<file path="src/rtl/pdir_pkg.sv">
`timescale 1ns / 1ps

package pdir_pkg;

    // Field widths of the input and result items.
    localparam int INTERVAL_W = 24;
    localparam int ADDR_W     = 5;
    localparam int CMD_W      = 8;
    localparam int EXTRA_W    = 2;
    localparam int MSG_W      = ADDR_W + CMD_W + EXTRA_W;

    // Packet framing.
    localparam int PACKET_BITS = 15;
    localparam int BCNT_W      = 4;

    // Message check patterns between the normal and inverted packets.
    localparam logic [CMD_W-1:0]   CMD_CHECK   = 8'hFF;
    localparam logic [EXTRA_W-1:0] EXTRA_CHECK = 2'h3;

    // Item modes.
    localparam logic MODE_EDGE = 1'b0;
    localparam logic MODE_READ = 1'b1;

    // Configuration port.
    localparam int CFG_IDX_W  = 2;
    localparam int CFG_DATA_W = INTERVAL_W;

    localparam logic [CFG_IDX_W-1:0] CFG_BIT_THRESHOLD = 2'd0;
    localparam logic [CFG_IDX_W-1:0] CFG_MAX_BIT       = 2'd1;
    localparam logic [CFG_IDX_W-1:0] CFG_MESSAGE_GAP   = 2'd2;

    localparam logic [INTERVAL_W-1:0] RST_BIT_THRESHOLD = 24'd1500;
    localparam logic [INTERVAL_W-1:0] RST_MAX_BIT       = 24'd2500;
    localparam logic [INTERVAL_W-1:0] RST_MESSAGE_GAP   = 24'd30000;

    typedef struct packed {
        logic [INTERVAL_W-1:0] bit_threshold;
        logic [INTERVAL_W-1:0] max_bit_interval;
        logic [INTERVAL_W-1:0] message_gap;
    } t_cfg;

    // A message completed by the current edge.
    typedef struct packed {
        logic             done;
        logic             ok;
        logic [MSG_W-1:0] msg;
    } t_frame;

    // Status flags of one result item.
    typedef struct packed {
        logic msg_valid;
        logic accepted;
        logic dropped;
        logic available;
    } t_ring_status;

endpackage

</file>
<file path="src/rtl/pdir_cfg_regs.sv">
`timescale 1ns / 1ps

module pdir_cfg_regs (
    input  logic                           i_clk,
    input  logic                           i_rst_n,
    input  logic                           i_cfg_wr_en,
    input  logic [pdir_pkg::CFG_IDX_W-1:0] i_cfg_index,
    input  logic [pdir_pkg::CFG_DATA_W-1:0] i_cfg_wdata,
    output pdir_pkg::t_cfg                 o_cfg
);
    import pdir_pkg::*;

    t_cfg r_cfg;

    // Register writes; an index beyond the list is ignored.
    always_ff @(posedge i_clk) begin
        if (!i_rst_n) begin
            r_cfg.bit_threshold    <= RST_BIT_THRESHOLD;
            r_cfg.max_bit_interval <= RST_MAX_BIT;
            r_cfg.message_gap      <= RST_MESSAGE_GAP;
        end else if (i_cfg_wr_en) begin
            unique case (i_cfg_index)
                CFG_BIT_THRESHOLD: r_cfg.bit_threshold    <= i_cfg_wdata;
                CFG_MAX_BIT:       r_cfg.max_bit_interval <= i_cfg_wdata;
                CFG_MESSAGE_GAP:   r_cfg.message_gap      <= i_cfg_wdata;
                default: begin
                end
            endcase
        end
    end

    assign o_cfg = r_cfg;

endmodule

</file>
<file path="src/rtl/pdir_frame_rx.sv">
`timescale 1ns / 1ps

module pdir_frame_rx (
    input  logic                            i_clk,
    input  logic                            i_rst_n,
    input  logic                            i_step,
    input  logic [pdir_pkg::INTERVAL_W-1:0] i_interval_us,
    input  pdir_pkg::t_cfg                  i_cfg,
    output pdir_pkg::t_frame                o_frame
);
    import pdir_pkg::*;

    logic              r_inv_phase, n_inv_phase;
    logic [BCNT_W-1:0] r_bit_count, n_bit_count;
    logic [MSG_W-1:0]  r_norm, n_norm;
    logic [MSG_W-1:0]  r_inv, n_inv;
    logic              bit_val;
    logic              last_bit;
    logic              done;

    assign bit_val  = (i_interval_us > i_cfg.bit_threshold);
    assign last_bit = (r_bit_count == BCNT_W'(PACKET_BITS - 1));

    // Classify the interval and shift the bit in, first bit ending at bit 0.
    always_comb begin
        n_inv_phase = r_inv_phase;
        n_bit_count = r_bit_count;
        n_norm      = r_norm;
        n_inv       = r_inv;
        done        = 1'b0;
        if (i_step) begin
            if (i_interval_us > i_cfg.message_gap) begin
                n_bit_count = '0;
                n_inv_phase = 1'b0;
            end else if (i_interval_us > i_cfg.max_bit_interval) begin
                n_bit_count = '0;
            end else if (!r_inv_phase) begin
                n_norm = {bit_val, r_norm[MSG_W-1:1]};
                if (last_bit) begin
                    n_bit_count = '0;
                    n_inv_phase = 1'b1;
                end else begin
                    n_bit_count = r_bit_count + 1'b1;
                end
            end else begin
                n_inv = {bit_val, r_inv[MSG_W-1:1]};
                if (last_bit) begin
                    n_bit_count = '0;
                    n_inv_phase = 1'b0;
                    done        = 1'b1;
                end else begin
                    n_bit_count = r_bit_count + 1'b1;
                end
            end
        end
    end

    // Control state resets; the shift registers are refilled before use.
    always_ff @(posedge i_clk) begin
        if (!i_rst_n) begin
            r_inv_phase <= 1'b0;
            r_bit_count <= '0;
        end else begin
            r_inv_phase <= n_inv_phase;
            r_bit_count <= n_bit_count;
        end
    end

    always_ff @(posedge i_clk) begin
        r_norm <= n_norm;
        r_inv  <= n_inv;
    end

    // Address must match, command and extra bits must be inverted copies.
    assign o_frame.done = done;
    assign o_frame.msg  = r_norm;
    assign o_frame.ok   =
        (r_norm[ADDR_W-1:0] == n_inv[ADDR_W-1:0]) &&
        ((r_norm[ADDR_W +: CMD_W] ^ n_inv[ADDR_W +: CMD_W]) == CMD_CHECK) &&
        ((r_norm[ADDR_W+CMD_W +: EXTRA_W] ^ n_inv[ADDR_W+CMD_W +: EXTRA_W]) == EXTRA_CHECK);

endmodule

</file>
<file path="src/rtl/pdir_msg_ring.sv">
`timescale 1ns / 1ps

module pdir_msg_ring #(
    parameter int RING_DEPTH = 8
) (
    input  logic                       i_clk,
    input  logic                       i_rst_n,
    input  logic                       i_step,
    input  logic                       i_pop,
    input  pdir_pkg::t_frame           i_frame,
    output logic [pdir_pkg::MSG_W-1:0] o_msg,
    output pdir_pkg::t_ring_status     o_status
);
    import pdir_pkg::*;

    localparam int IDX_W = (RING_DEPTH > 1) ? $clog2(RING_DEPTH) : 1;
    localparam logic [IDX_W-1:0] LAST_IDX = IDX_W'(RING_DEPTH - 1);

    logic [MSG_W-1:0]      mem [RING_DEPTH];
    logic [RING_DEPTH-1:0] r_full, n_full;
    logic [IDX_W-1:0]      r_wr, n_wr;
    logic [IDX_W-1:0]      r_rd, n_rd;
    logic [MSG_W-1:0]      r_msg;
    t_ring_status          r_status, n_status;
    logic                  pop_hit;
    logic                  push_ok;

    assign pop_hit = i_step && i_pop && r_full[r_rd];
    assign push_ok = i_frame.done && i_frame.ok && !r_full[r_wr];

    // Pointer and occupancy update; a read of an empty ring leaves it alone.
    always_comb begin
        n_full = r_full;
        n_wr   = r_wr;
        n_rd   = r_rd;
        if (pop_hit) begin
            n_full[r_rd] = 1'b0;
            n_rd         = (r_rd == LAST_IDX) ? '0 : r_rd + 1'b1;
        end
        if (push_ok) begin
            n_full[r_wr] = 1'b1;
            n_wr         = (r_wr == LAST_IDX) ? '0 : r_wr + 1'b1;
        end
        n_status.msg_valid = pop_hit;
        n_status.accepted  = push_ok;
        n_status.dropped   = i_frame.done && !push_ok;
        n_status.available = n_full[n_rd];
    end

    always_ff @(posedge i_clk) begin
        if (!i_rst_n) begin
            r_full <= '0;
            r_wr   <= '0;
            r_rd   <= '0;
        end else if (i_step) begin
            r_full <= n_full;
            r_wr   <= n_wr;
            r_rd   <= n_rd;
        end
    end

    // Message storage; the read port loads the result register directly.
    always_ff @(posedge i_clk) begin
        if (push_ok) begin
            mem[r_wr] <= i_frame.msg;
        end
        if (i_step) begin
            if (pop_hit) begin
                r_msg <= mem[r_rd];
            end else begin
                r_msg <= '0;
            end
            r_status <= n_status;
        end
    end

    assign o_msg    = r_msg;
    assign o_status = r_status;

endmodule

</file>
<file path="src/rtl/pulse_distance_ir_frame_decoder_top.sv">
`timescale 1ns / 1ps

// Pulse-distance IR frame decoder with a ring of received messages.
// Input channel (i_in_valid / o_in_ready): each item is either a falling edge
// (i_mode = 0) carrying the microseconds since the previous falling edge, or
// a read request (i_mode = 1) that pops the oldest stored message.
// Output channel (o_out_valid / i_out_ready): exactly one result item per
// input item, carrying the popped message or the frame accept/drop flags and
// whether a message still waits to be read.
// The configuration port writes the bit threshold, the bit interval limit and
// the message gap; write only while the block is idle.
// An item lands in the input register, and the result register is loaded
// from it once free. One item is taken every cycle while the receiver takes
// results; the rate is set by the single pass of compares, shift and ring
// update between them. When the receiver stalls, the result register holds
// and the input register still takes one more item before o_in_ready drops.
// Synchronous reset restores the register defaults, clears the packet state
// and empties the ring; no clearing pass is needed.
module pulse_distance_ir_frame_decoder_top #(
    parameter int RING_DEPTH = 8
) (
    input  logic                              i_clk,
    input  logic                              i_rst_n,
    input  logic                              i_cfg_wr_en,
    input  logic [pdir_pkg::CFG_IDX_W-1:0]    i_cfg_index,
    input  logic [pdir_pkg::CFG_DATA_W-1:0]   i_cfg_wdata,
    input  logic                              i_in_valid,
    output logic                              o_in_ready,
    input  logic                              i_mode,
    input  logic [pdir_pkg::INTERVAL_W-1:0]   i_interval_us,
    output logic                              o_out_valid,
    input  logic                              i_out_ready,
    output logic                              o_msg_valid,
    output logic [pdir_pkg::ADDR_W-1:0]       o_address,
    output logic [pdir_pkg::CMD_W-1:0]        o_command,
    output logic [pdir_pkg::EXTRA_W-1:0]      o_extra_bits,
    output logic                              o_frame_accepted,
    output logic                              o_frame_dropped,
    output logic                              o_available
);
    import pdir_pkg::*;

    logic                  r_s1_valid;
    logic                  r_s1_mode;
    logic [INTERVAL_W-1:0] r_s1_interval;
    logic                  r_out_valid;
    logic                  out_free;
    logic                  s2_fire;
    logic                  in_fire;
    t_cfg                  cfg;
    t_frame                frame;
    logic [MSG_W-1:0]      msg;
    t_ring_status          status;

    // Handshake: the result register frees when empty or being taken.
    assign out_free   = !r_out_valid || i_out_ready;
    assign s2_fire    = r_s1_valid && out_free;
    assign o_in_ready = !r_s1_valid || out_free;
    assign in_fire    = i_in_valid && o_in_ready;

    always_ff @(posedge i_clk) begin
        if (!i_rst_n) begin
            r_s1_valid  <= 1'b0;
            r_out_valid <= 1'b0;
        end else begin
            if (in_fire) begin
                r_s1_valid <= 1'b1;
            end else if (s2_fire) begin
                r_s1_valid <= 1'b0;
            end
            if (s2_fire) begin
                r_out_valid <= 1'b1;
            end else if (i_out_ready) begin
                r_out_valid <= 1'b0;
            end
        end
    end

    // Input register.
    always_ff @(posedge i_clk) begin
        if (in_fire) begin
            r_s1_mode     <= i_mode;
            r_s1_interval <= i_interval_us;
        end
    end

    pdir_cfg_regs u_cfg (
        .i_clk       (i_clk),
        .i_rst_n     (i_rst_n),
        .i_cfg_wr_en (i_cfg_wr_en),
        .i_cfg_index (i_cfg_index),
        .i_cfg_wdata (i_cfg_wdata),
        .o_cfg       (cfg)
    );

    pdir_frame_rx u_rx (
        .i_clk         (i_clk),
        .i_rst_n       (i_rst_n),
        .i_step        (s2_fire && (r_s1_mode == MODE_EDGE)),
        .i_interval_us (r_s1_interval),
        .i_cfg         (cfg),
        .o_frame       (frame)
    );

    pdir_msg_ring #(
        .RING_DEPTH (RING_DEPTH)
    ) u_ring (
        .i_clk    (i_clk),
        .i_rst_n  (i_rst_n),
        .i_step   (s2_fire),
        .i_pop    (r_s1_mode == MODE_READ),
        .i_frame  (frame),
        .o_msg    (msg),
        .o_status (status)
    );

    // Result fields.
    assign o_out_valid      = r_out_valid;
    assign o_msg_valid      = status.msg_valid;
    assign o_address        = msg[ADDR_W-1:0];
    assign o_command        = msg[ADDR_W +: CMD_W];
    assign o_extra_bits     = msg[ADDR_W+CMD_W +: EXTRA_W];
    assign o_frame_accepted = status.accepted;
    assign o_frame_dropped  = status.dropped;
    assign o_available      = status.available;

endmodule
</file>
<file path="config.mk">
export PLATFORM = sky130hd
export DESIGN_NAME = pulse_distance_ir_frame_decoder_top
export DESIGN_NICKNAME = d
export VERILOG_FILES = /design/src/rtl/pdir_pkg.sv /design/src/rtl/pdir_cfg_regs.sv /design/src/rtl/pdir_frame_rx.sv /design/src/rtl/pdir_msg_ring.sv /design/src/rtl/pulse_distance_ir_frame_decoder_top.sv
export SDC_FILE = /design/constraint.sdc
export NUM_CORES = 1
export LEC_CHECK = 0
export CAP_MARGIN = 15
export CORE_ASPECT_RATIO = 1.5
export CORE_UTILIZATION = 25
export CTS_BUF_LIST = sky130_fd_sc_hd__clkbuf_8
export CTS_CLUSTER_DIAMETER = 30
export CTS_CLUSTER_SIZE = 25
export DETAILED_ROUTE_END_ITERATION = 7
export DONT_BUFFER_PORTS = 1
export HOLD_SLACK_MARGIN = 0.02
export SLEW_MARGIN = 20
export SYNTH_ARGS = -nofsm -noshare
export SYNTH_HDL_FRONTEND = slang
export SYNTH_SLANG_ARGS = --single-unit
</file>
<file path="constraint.sdc">
create_clock -name i_clk -period 10.5 [get_ports i_clk]
set_input_delay 0.525 -clock i_clk [delete_from_list [all_inputs] [get_ports i_clk]]
set_output_delay 0.525 -clock i_clk [all_outputs]
set_load 0.03 [all_outputs]
</file>
After elaboration in Yosys (flattened, before gate mapping)
Memory sizes are Yosys's and may differ from the RTL's. A register that Yosys moved wholly into a read port is not among the register bits.
Cells that the tools add are included.
{"block": "word_totals", "ramBits": 120, "out_inout_bits": 21, "memories": 1, "elab_cells": 113, "reg_bits": 152, "inputBits": 56}
{"name": "u_ring.mem", "words": 8, "width": 15, "rd": 1, "rd_ports_with_merged_regs": 1, "wr": 1, "line": "pdir_msg_ring.sv:19", "rtl": "logic [MSG_W-1:0] mem [RING_DEPTH];"}
{"block": "op_classes", "n_lt_le_gt_ge": 8, "n_eq_ne": 9, "mux": 37, "bitwise_logic": 9, "n_addsub": 3, "reduce_logical": 28}
{"cell": "$gt 24x24->1", "count": 3}
{"cell": "$mux 15", "count": 4}
{"cell": "$mux 1", "count": 20}
{"cell": "$mux 8", "count": 2}
{"cell": "$logic_and 1x1->1", "count": 12}
{"cell": "$lt 3x4->1 const B", "count": 3}
{"cell": "$mux 4", "count": 3}
{"cell": "$reduce_and 2->1", "count": 5}
{"cell": "$bmux 1 s3", "count": 3}
{"cell": "$mux 3", "count": 3}
{"cell": "$and 8x8->8", "count": 1}
{"cell": "$eq 8x8->1 const B", "count": 1}
{"cell": "$not 8->8", "count": 1}
{"cell": "$or 8x8->8", "count": 1}
{"cell": "$xor 8x8->8", "count": 1}
{"cell": "$add 3x1->3 const B", "count": 2}
{"cell": "$demux 1 s3", "count": 2}
{"cell": "$eq 3x3->1 const B", "count": 2}
{"cell": "$ge 3x1->1 const B", "count": 2}
{"cell": "$eq 5x5->1", "count": 1}
{"cell": "$logic_not 1->1", "count": 5}
{"cell": "$add 4x1->4 const B", "count": 1}
{"cell": "$eq 2x2->1 const B", "count": 2}
{"cell": "$eq 4x4->1 const B", "count": 1}
{"cell": "8 further kinds", "count": 13}

Longest topological paths before layout
Gate-level depths: netlist of the first run.
{"block": "depth", "ltp_word": 14, "depth_mapped": 13, "ltp_nobuf": 11}

Modules after synthesis
From an unflattened synthesis of the first run, not the netlist that was laid out.
{"block": "unflattened", "cells_unflattened": 1156, "hier_area_um2": 13726.9}
{"module": "pdir_msg_ring", "cells_per_inst": 430, "area_per_inst_um2": 6448.7, "seq_area_each_um2": 4454.3, "n_inst": 1}
{"module": "pdir_frame_rx", "cells_per_inst": 413, "area_per_inst_um2": 3568.4, "seq_area_each_um2": 850.8, "n_inst": 1}
{"module": "pdir_cfg_regs", "cells_per_inst": 278, "area_per_inst_um2": 2857.7, "seq_area_each_um2": 1441.4, "n_inst": 1}
{"module": "pulse_distance_ir_frame_decoder_top", "cells_per_inst": 35, "area_per_inst_um2": 852.1, "seq_area_each_um2": 790.8, "n_inst": 1}

Least setup slack after synthesis of the first run
Ideal clock, no wire load.
{"block": "synth_timing", "kind": "register to register", "from": "register r_s1_interval[11]", "to": "memory u_ring.mem[1][0] (netlist name) (enable)", "required_ns": 10.074, "path_stages_with_launch": 11, "period_less_slack_ns": 4.520, "arrival_time_ns": 4.094, "setup_slack_ns": 5.980, "path_cell_list": "edfxtp_1 > ha_1 > and3_1 > a221o_1 > a211o_1 > o21a_2 > o31ai_2 > a2bb2oi_2 > o2111ai_1 > buf_2 > nor4_1"}
{"block": "synth_via", "elab_chain_len": 12, "word_cells_on_any_way": 21, "cone_classes": "order compare: 3; eq/ne: 3; mux: 9; bitwise: 2; reduce/logical: 4"}
{"element": "start: declaration", "line": "pulse_distance_ir_frame_decoder_top.sv:45", "rtl": "logic [INTERVAL_W-1:0] r_s1_interval;"}
{"element": "start signal: assignment", "line": "pulse_distance_ir_frame_decoder_top.sv:83", "rtl": "r_s1_interval <= i_interval_us;"}
{"element": "$gt 24x24->1, on equally long branches", "line": "pdir_frame_rx.sv:35, pdir_frame_rx.sv:21"}
{"element": "$mux 15, on equally long branches", "line": "pdir_frame_rx.sv:35, pdir_frame_rx.sv:37"}
{"element": "$mux 15, on equally long branches", "line": "pdir_frame_rx.sv:32, pdir_frame_rx.sv:35"}
{"element": "$mux 15, on equally long branches", "line": "pdir_frame_rx.sv:31, pdir_frame_rx.sv:32"}
{"element": "$xor 8x8->8 / $mux 15 (equally long branches)", "line": "pdir_frame_rx.sv:79, pdir_frame_rx.sv:31"}
{"element": "$eq 8x8->1 / $xor 2x2->2 (equally long branches)", "line": "pdir_frame_rx.sv:79, pdir_frame_rx.sv:80"}
{"element": "$logic_and 1x1->1 / $eq 2x2->1 (equally long branches)", "line": "pdir_frame_rx.sv:78, pdir_frame_rx.sv:80"}
{"element": "$logic_and 1x1->1", "line": "pdir_frame_rx.sv:79", "rtl": "((r_norm[ADDR_W +: CMD_W] ^ n_inv[ADDR_W +: CMD_W]) == CMD_CHECK) &&"}
{"element": "$logic_and 1x1->1 * (2 in a row)", "line": "pdir_msg_ring.sv:29", "rtl": "assign push_ok = i_frame.done && i_frame.ok && !r_full[r_wr];"}
{"element": "$mux 1 *", "line": "pdir_msg_ring.sv:64", "rtl": "if (push_ok) begin"}
{"element": "$mux 1 (implied by the code) *", "line": "pdir_msg_ring.sv:65", "rtl": "mem[r_wr] <= i_frame.msg;"}
{"element": "end: declaration", "line": "pdir_msg_ring.sv:19"}
Mark *: on every way between the ends. The rest lies on a longest branch, timed or not.

Final worst setup path of the first run
{"block": "layout_timing", "from": "register r_s1_interval[21]", "to": "memory u_ring.mem[1][11] (netlist name) (enable)"}
The elaborated chain is that of the path after synthesis.

==> metrics.txt, run 1 <==
status finished, final reports clean; vias in the first global route 9516; TritonRoute pass-1 iters 5; largest net degree at the start of global routing 70; DIE WIDTH 188 um; gr ovfl total 0; Seq. cell area 0.00754 mm^2; Port Buffer Count 0; CTS tree done; Fmax 239 MHz; I/O pin count 77; Final Core Density 0.302; Post-synth EDFFs 179; DRT iter0 DRCs 554; Die Ht 280 um; initial core utilization 0.254; Post-Synthesis Cells 1139; DP HPWL 23100 um; leakage power 0.00534 uW; setup bufs post-CTS 0; Synth Flop Type edfxtp_1; Synth Area per Inst 11.3 um^2; Slew Viols, Final 0; fraction of registers with async set/reset 0; Residual DRC 0; XOR/XNOR share of the synthesized area 0.0122; first-pass GRT wire length 53700 um; synthesis-stage register bit count 287; Tcrit/Tclk final 0.398; Syn Std Cell Area 0.0129 mm^2; placed insts 1772; Routed wire per std cell 17.8 um; Worst-path clk slew 0.07 ns; nets 1331; placed inst area 0.0137 mm^2; CTS Sinks 287; startpoint types flip-flop; TritonCTS Buffers 52; Routed WL 34000 um; post-synthesis mux area share 0.0203; post-route minimum period 4.18 ns; compound-gate portion of the synthesized area 0.150; Pwr Density 166 mW/mm^2; initial antenna violation count 1; Root Buffer clkbuf_8; clock buffer depth 3; DR vias/cell 4.78; crit path DAT 4.50 ns; largest family of logic cells by synthesized area compound AO/OA/AOI/OAI gates; core area 0.0508 mm^2; simple-gate share of the synthesized area 0.116; die area 0.0526 mm^2; CP Max Fanout 19; multi-input gate area in the final layout 0.00491 mm^2; gr usage total 0.130; fin area 0.0153 mm^2; row count 101; critical path endpoint category flip-flop; worst-margin pin slew 0.968 ns; Max-cap violations 0; Setup CP Type flip-flop to flip-flop; Final Non-Filler Cells 1908; Adder-Cell Fraction of Synth Area 0.0765; maximum VDD drop 121 uV; Yosys cell types 77; Seq/Total Area, Yosys 0.583; yosys warns 0; layout cells sized above 1 0.128; fill cell count 5229; worst hold path class primary input to flip-flop; worst-skew pair later-pin latency 0.62 ns; routability congestion estimate 0.856; Fin Setup TNS 0 ns; H-tree levels 2; Crit path required time 10.82 ns; Syn Nets 1274; normalized max-slew margin 0.353; setup violators final 0; Final ANT Viol Nets 0; vias 9117; unrepaired setup endpoints after global routing no; Final Hold Vio Count 0; Resized cells post-CTS 0; Worst Clk Skew 0.0461 ns; area grow syn2layout 18.7%
-- layout make-up --
| type | count | share of cell area |
|---|---|---|
| antenna | 1 | 0.000163 |
| multi-input combinational | 714 | 0.320 |
| sequential | 287 | 0.492 |
| timing repair buffer | 54 | 0.0328 |
| clock buffer | 54 | 0.0485 |
| inverter | 87 | 0.0213 |
| clock inverter | 42 | 0.0306 |
| tap | 669 | 0.0546 |
-- timing repair --
action	in CTS	in global routing
hold buffers	38	1
setup endpoints to repair	0	0
endpoints found under the hold margin	42	1
-- stage by stage --
step                setup slack (ns)  hold WS [ns]  power, uW
CTS                             6.29        0.0200       2570
floorplan                       5.98         0.436       1320
detailed placement              6.29         0.446       1360
global route                    6.00        0.0244       2640
finish                          6.32        0.0567       2550
global placement                6.03         0.444       1350
-- power breakdown --
group          leakage, uW  total, uW  switching [uW]  internal, uW
logic              0.00223        115            68.5          46.1
clock network     0.000605       1200             538           661
registers          0.00250       1230            21.9          1210
total              0.00534       2550             628          1920
-- worst max-delay path, stage by stage, from the launching register on --
cell	delay, ns
edfxtp_1	0.44
ha_1	0.35
nand4_1	0.20
nor3_2	0.28
nand3_1	0.16
a21oi_1	0.22
o21ai_2	0.14
nand3_1	0.62
nor3b_1	0.26
o2111ai_1	0.13
buf_4	0.23
nor4_2	0.54
buf_4	0.32
-- state kept, by name, indices dropped and copies added, names as in the netlist --
signal and flops:
u_ring.mem 120, u_cfg.o_cfg 72, r_s1_interval 24, u_ring.o_msg 15, u_rx.r_inv 15, u_rx.r_norm 15
u_ring.r_full 8, u_ring.o_status 4, u_rx.r_bit_count 4, u_ring.r_rd 3, u_ring.r_wr 3, o_out_valid 1
r_s1_mode 1, r_s1_valid 1, u_rx.r_inv_phase 1
-- per-layer routing --
metal / global-route usage / wire length (um) / up-vias
met5: 0 / 0 / -
met4: 0.0540 / 1100 / 0
met3: 0.0296 / 2030 / 79
met2: 0.241 / 17900 / 264
met1: 0.141 / 13000 / 4423
li1: - / - / 4351
-- Yosys cell counts, types with 9 or more instances --
cell	n	area [um^2]
inv_1	83	312
a221oi_1	15	131
o211ai_1	23	173
o21ai_0	16	80.1
nor2_1	24	90.1
clkbuf_1	39	146
a211oi_1	9	67.6
ha_1	79	988
nand3_1	25	125
xor2_1	10	87.6
nor4_1	9	56.3
edfxtp_1	179	5380
a22o_1	15	131
and3_1	9	56.3
mux2_2	15	169
a21oi_1	94	470
nand2_1	171	642
a22oi_1	35	263
dfxtp_1	108	2160
nand4_1	17	106
nor3_1	10	50.1
a31oi_1	20	125
-- placed cells by master (no fill, tap or decap), types with 10 or more instances in the layout --
| master | n |
|---|---|
| a21oi_1 | 94 |
| xor2_1 | 10 |
| nand4_1 | 17 |
| a221oi_1 | 15 |
| nand2_1 | 171 |
| a22oi_1 | 35 |
| dlygate4sd3_1 | 39 |
| a31oi_1 | 20 |
| nor2_1 | 23 |
| clkbuf_8 | 54 |
| ha_1 | 79 |
| edfxtp_1 | 179 |
| mux2_2 | 15 |
| buf_4 | 15 |
| dfxtp_1 | 108 |
| nand3_1 | 25 |
| inv_1 | 86 |
| o211ai_1 | 23 |
| a22o_1 | 15 |
| o21ai_0 | 16 |
-- final timing paths --
check | from | end | slack (ns) | cells after the start
worst max register to register | r_s1_interval[21]$_DFFE_PP_ | u_ring.mem[1][11]$_DFFE_PP_ | 6.32 | 12
worst max-delay path | r_s1_interval[21]$_DFFE_PP_ | u_ring.mem[1][11]$_DFFE_PP_ | 6.32 | 12
worst min-delay path | i_cfg_wdata[1] | u_cfg.o_cfg[25]$_SDFFE_PN0P_ | 0.06 | 2
worst min register to register | u_cfg.o_cfg[36]$_SDFFE_PN0P_ | u_cfg.o_cfg[36]$_SDFFE_PN0P_ | 0.45 | 2
-- cells by family after synthesis --
kind of cell,after synthesis
flops,287
mux,24
compound gates,282
xor+xnor,18
fa+ha+maj,79
simple gates,311
buf+inv,138
(Power assumes the default switching activity.)
==> run 2: changes to the inputs <==
- clock period: 10.5 -> 3.8 ns (I/O delays scaled with it)
==> metrics.txt, run 2 (synthesis results as in run 1) <==
clock buffer depth 3 (unchanged); initial antenna violation count 4 (+3); most frequent CP cell nor3_2; Final Core Density 0.316 (+0.0139); vias 9192 (+0.82%); commonest non-fill, non-tap cells in the layout edfxtp_1, nand2_1, dfxtp_1, a21oi_1, inv_1; crit path DAT 3.98 ns (-0.52 ns); Worst Clk Skew 0.0410 ns (-0.00510 ns); gr usage total 0.129 (-0.000660); worst-margin pin slew 1.14 ns (+0.170 ns); crit-path leading delay family simple AND/OR/NAND/NOR gates; Final Non-Filler Cells 1975 (+3.5%); fill cell count 5198 (-0.59%); Die Ht 280 um (unchanged); commonest non-fill, non-tap cell in the layout edfxtp_1; TritonRoute pass-1 iters 5 (unchanged); Fin Setup TNS 0 ns (unchanged); largest reg by FF count u_ring.mem; Max-cap violations 0 (unchanged); placed inst area 0.0139 mm^2 (+1.6%); Final Hold Vio Count 0 (unchanged); Slew Viols, Final 0 (unchanged); Tcrit/Tclk final 0.965 (+0.567); CTS tree done; placed insts 1791 (+1.1%); DR vias/cell 4.65 (-2.6%); I/O pin count 77 (unchanged); fin area 0.0160 mm^2 (+4.6%); setup slack after layout 0.133 ns (-6.19 ns); Residual DRC 0 (unchanged); gr ovfl total 0 (unchanged); row count 101 (unchanged); max FFs per register 120 (unchanged); unrepaired setup endpoints after global routing no; status finished, final reports clean; CTS Sinks 287 (unchanged); leakage power 0.00564 uW (+5.7%); WP buf/inv 2 (unchanged); Crit path required time 4.12 ns (-6.70 ns); routability congestion estimate 0.849 (-0.78%); TritonCTS Buffers 59 (+13%); first-pass GRT wire length 53400 um (-0.46%); area grow syn2layout 24.1%; die area 0.0526 mm^2 (unchanged); worst hold path class primary input to flip-flop; critical path endpoint category flip-flop; Port Buffer Count 0 (unchanged); largest net degree at the start of global routing 70 (unchanged); CP max-delay cell edfxtp_1; normalized max-slew margin 0.239 (-0.114); Pwr Density 459 mW/mm^2 (+180%); pre-CTS setup slack 0.134 ns (-6.16 ns); Root Buffer clkbuf_8; startpoint types flip-flop; Setup CP Type flip-flop to flip-flop; Worst-path clk slew 0.06 ns (about the same); DIE WIDTH 188 um (unchanged); Routed wire per std cell 17.3 um (-2.7%); slowest cell delay on critical path 0.43 ns (-0.19 ns); DP HPWL 23400 um (+1.4%); H-tree levels 2 (unchanged); setup violators final 0 (unchanged); worst-skew pair later-pin latency 0.64 ns (+0.02 ns); post-route minimum period 3.67 ns (-0.510 ns); layout cells sized above 1 0.147 (+0.0191); initial core utilization 0.254 (unchanged); core area 0.0508 mm^2 (unchanged); vias in the first global route 9642 (+1.3%); DRT iter0 DRCs 454 (-18%); maximum VDD drop 279 uV (+130%); CP Max Fanout 15 (-4); Final ANT Viol Nets 0 (unchanged); Fmax 273 MHz (+14%); Routed WL 34200 um (+0.68%); crit path cell chain ha_1 -> nand4_1 -> nor3_2 -> nand3_1 -> or3_1 -> o21a_2 -> o31ai_4 -> a2bb2oi_2 -> o2111ai_1 -> buf_4 -> nor3_2 -> buf_12; nets 1387 (+4.2%)
==> run 2: through the flow <==
step / hold slack (ns) / total power [uW]
6_report: 0.0326 / 7370
3_5_place_dp: 0.289 / 3750
2_1_floorplan: 0.289 / 3660
4_1_cts: 0.0208 / 7460
5_1_grt: 0.0366 / 7660
3_3_place_gp: 0.289 / 3740
==> run 2: repair_timing <==
action	4_1_cts	5_1_grt
buffers inserted	0	0
resized for setup	0	6
endpoints found under the hold margin	107	0
hold buffers	69	0
endpoints found under the setup margin	0	103
==> run 2: where the power goes <==
part | internal [uW] | switching (uW)
Sequential | 3350 | 59.9
Combinational | 150 | 207
Clock | 2090 | 1510
Total | 5590 | 1780
==> run 2: cell type report <==
type	count	area, um^2	share of cell area
Tap cell	669	837	0.0522
Timing Repair Buffer	103	1040	0.0648
Clock inverter	51	531	0.0331
Multi-Input combinational cell	714	4930	0.307
Antenna cell	4	10.0	0.000624
Inverter	87	327	0.0204
Sequential cell	287	7540	0.470
Clock buffer	60	826	0.0515
==> run 2: worst paths after layout <==
check                                from                      endpoint  slack, ns  depth (start not counted)
max           r_s1_interval[23]$_DFFE_PP_    u_ring.mem[2][7]$_DFFE_PP_       0.13                         12
min                        i_cfg_index[1]  u_cfg.o_cfg[61]$_SDFFE_PN0P_       0.03                          4
max reg2reg   r_s1_interval[23]$_DFFE_PP_    u_ring.mem[2][7]$_DFFE_PP_       0.13                         12
min reg2reg  u_cfg.o_cfg[25]$_SDFFE_PN0P_  u_cfg.o_cfg[25]$_SDFFE_PN0P_       0.45                          2
==> run 2: tightest hold or removal path: cells and delay by family <==
| family | cells | cell delay [ns] |
|---|---|---|
| buffers and inverters | 1 | 0.24 |
| AO/OA/AOI/OAI | 1 | 0.05 |
| AND/OR/NAND/NOR | 2 | 0.13 |
==> run 2: metal layers <==
metal / GRT usage / routed length (um) / vias to the layer above
li1: - / - / 4475
met2: 0.246 / 18500 / 199
met1: 0.140 / 13400 / 4453
met3: 0.0256 / 1470 / 65
met4: 0.0461 / 835 / 0
met5: 0 / 0 / -
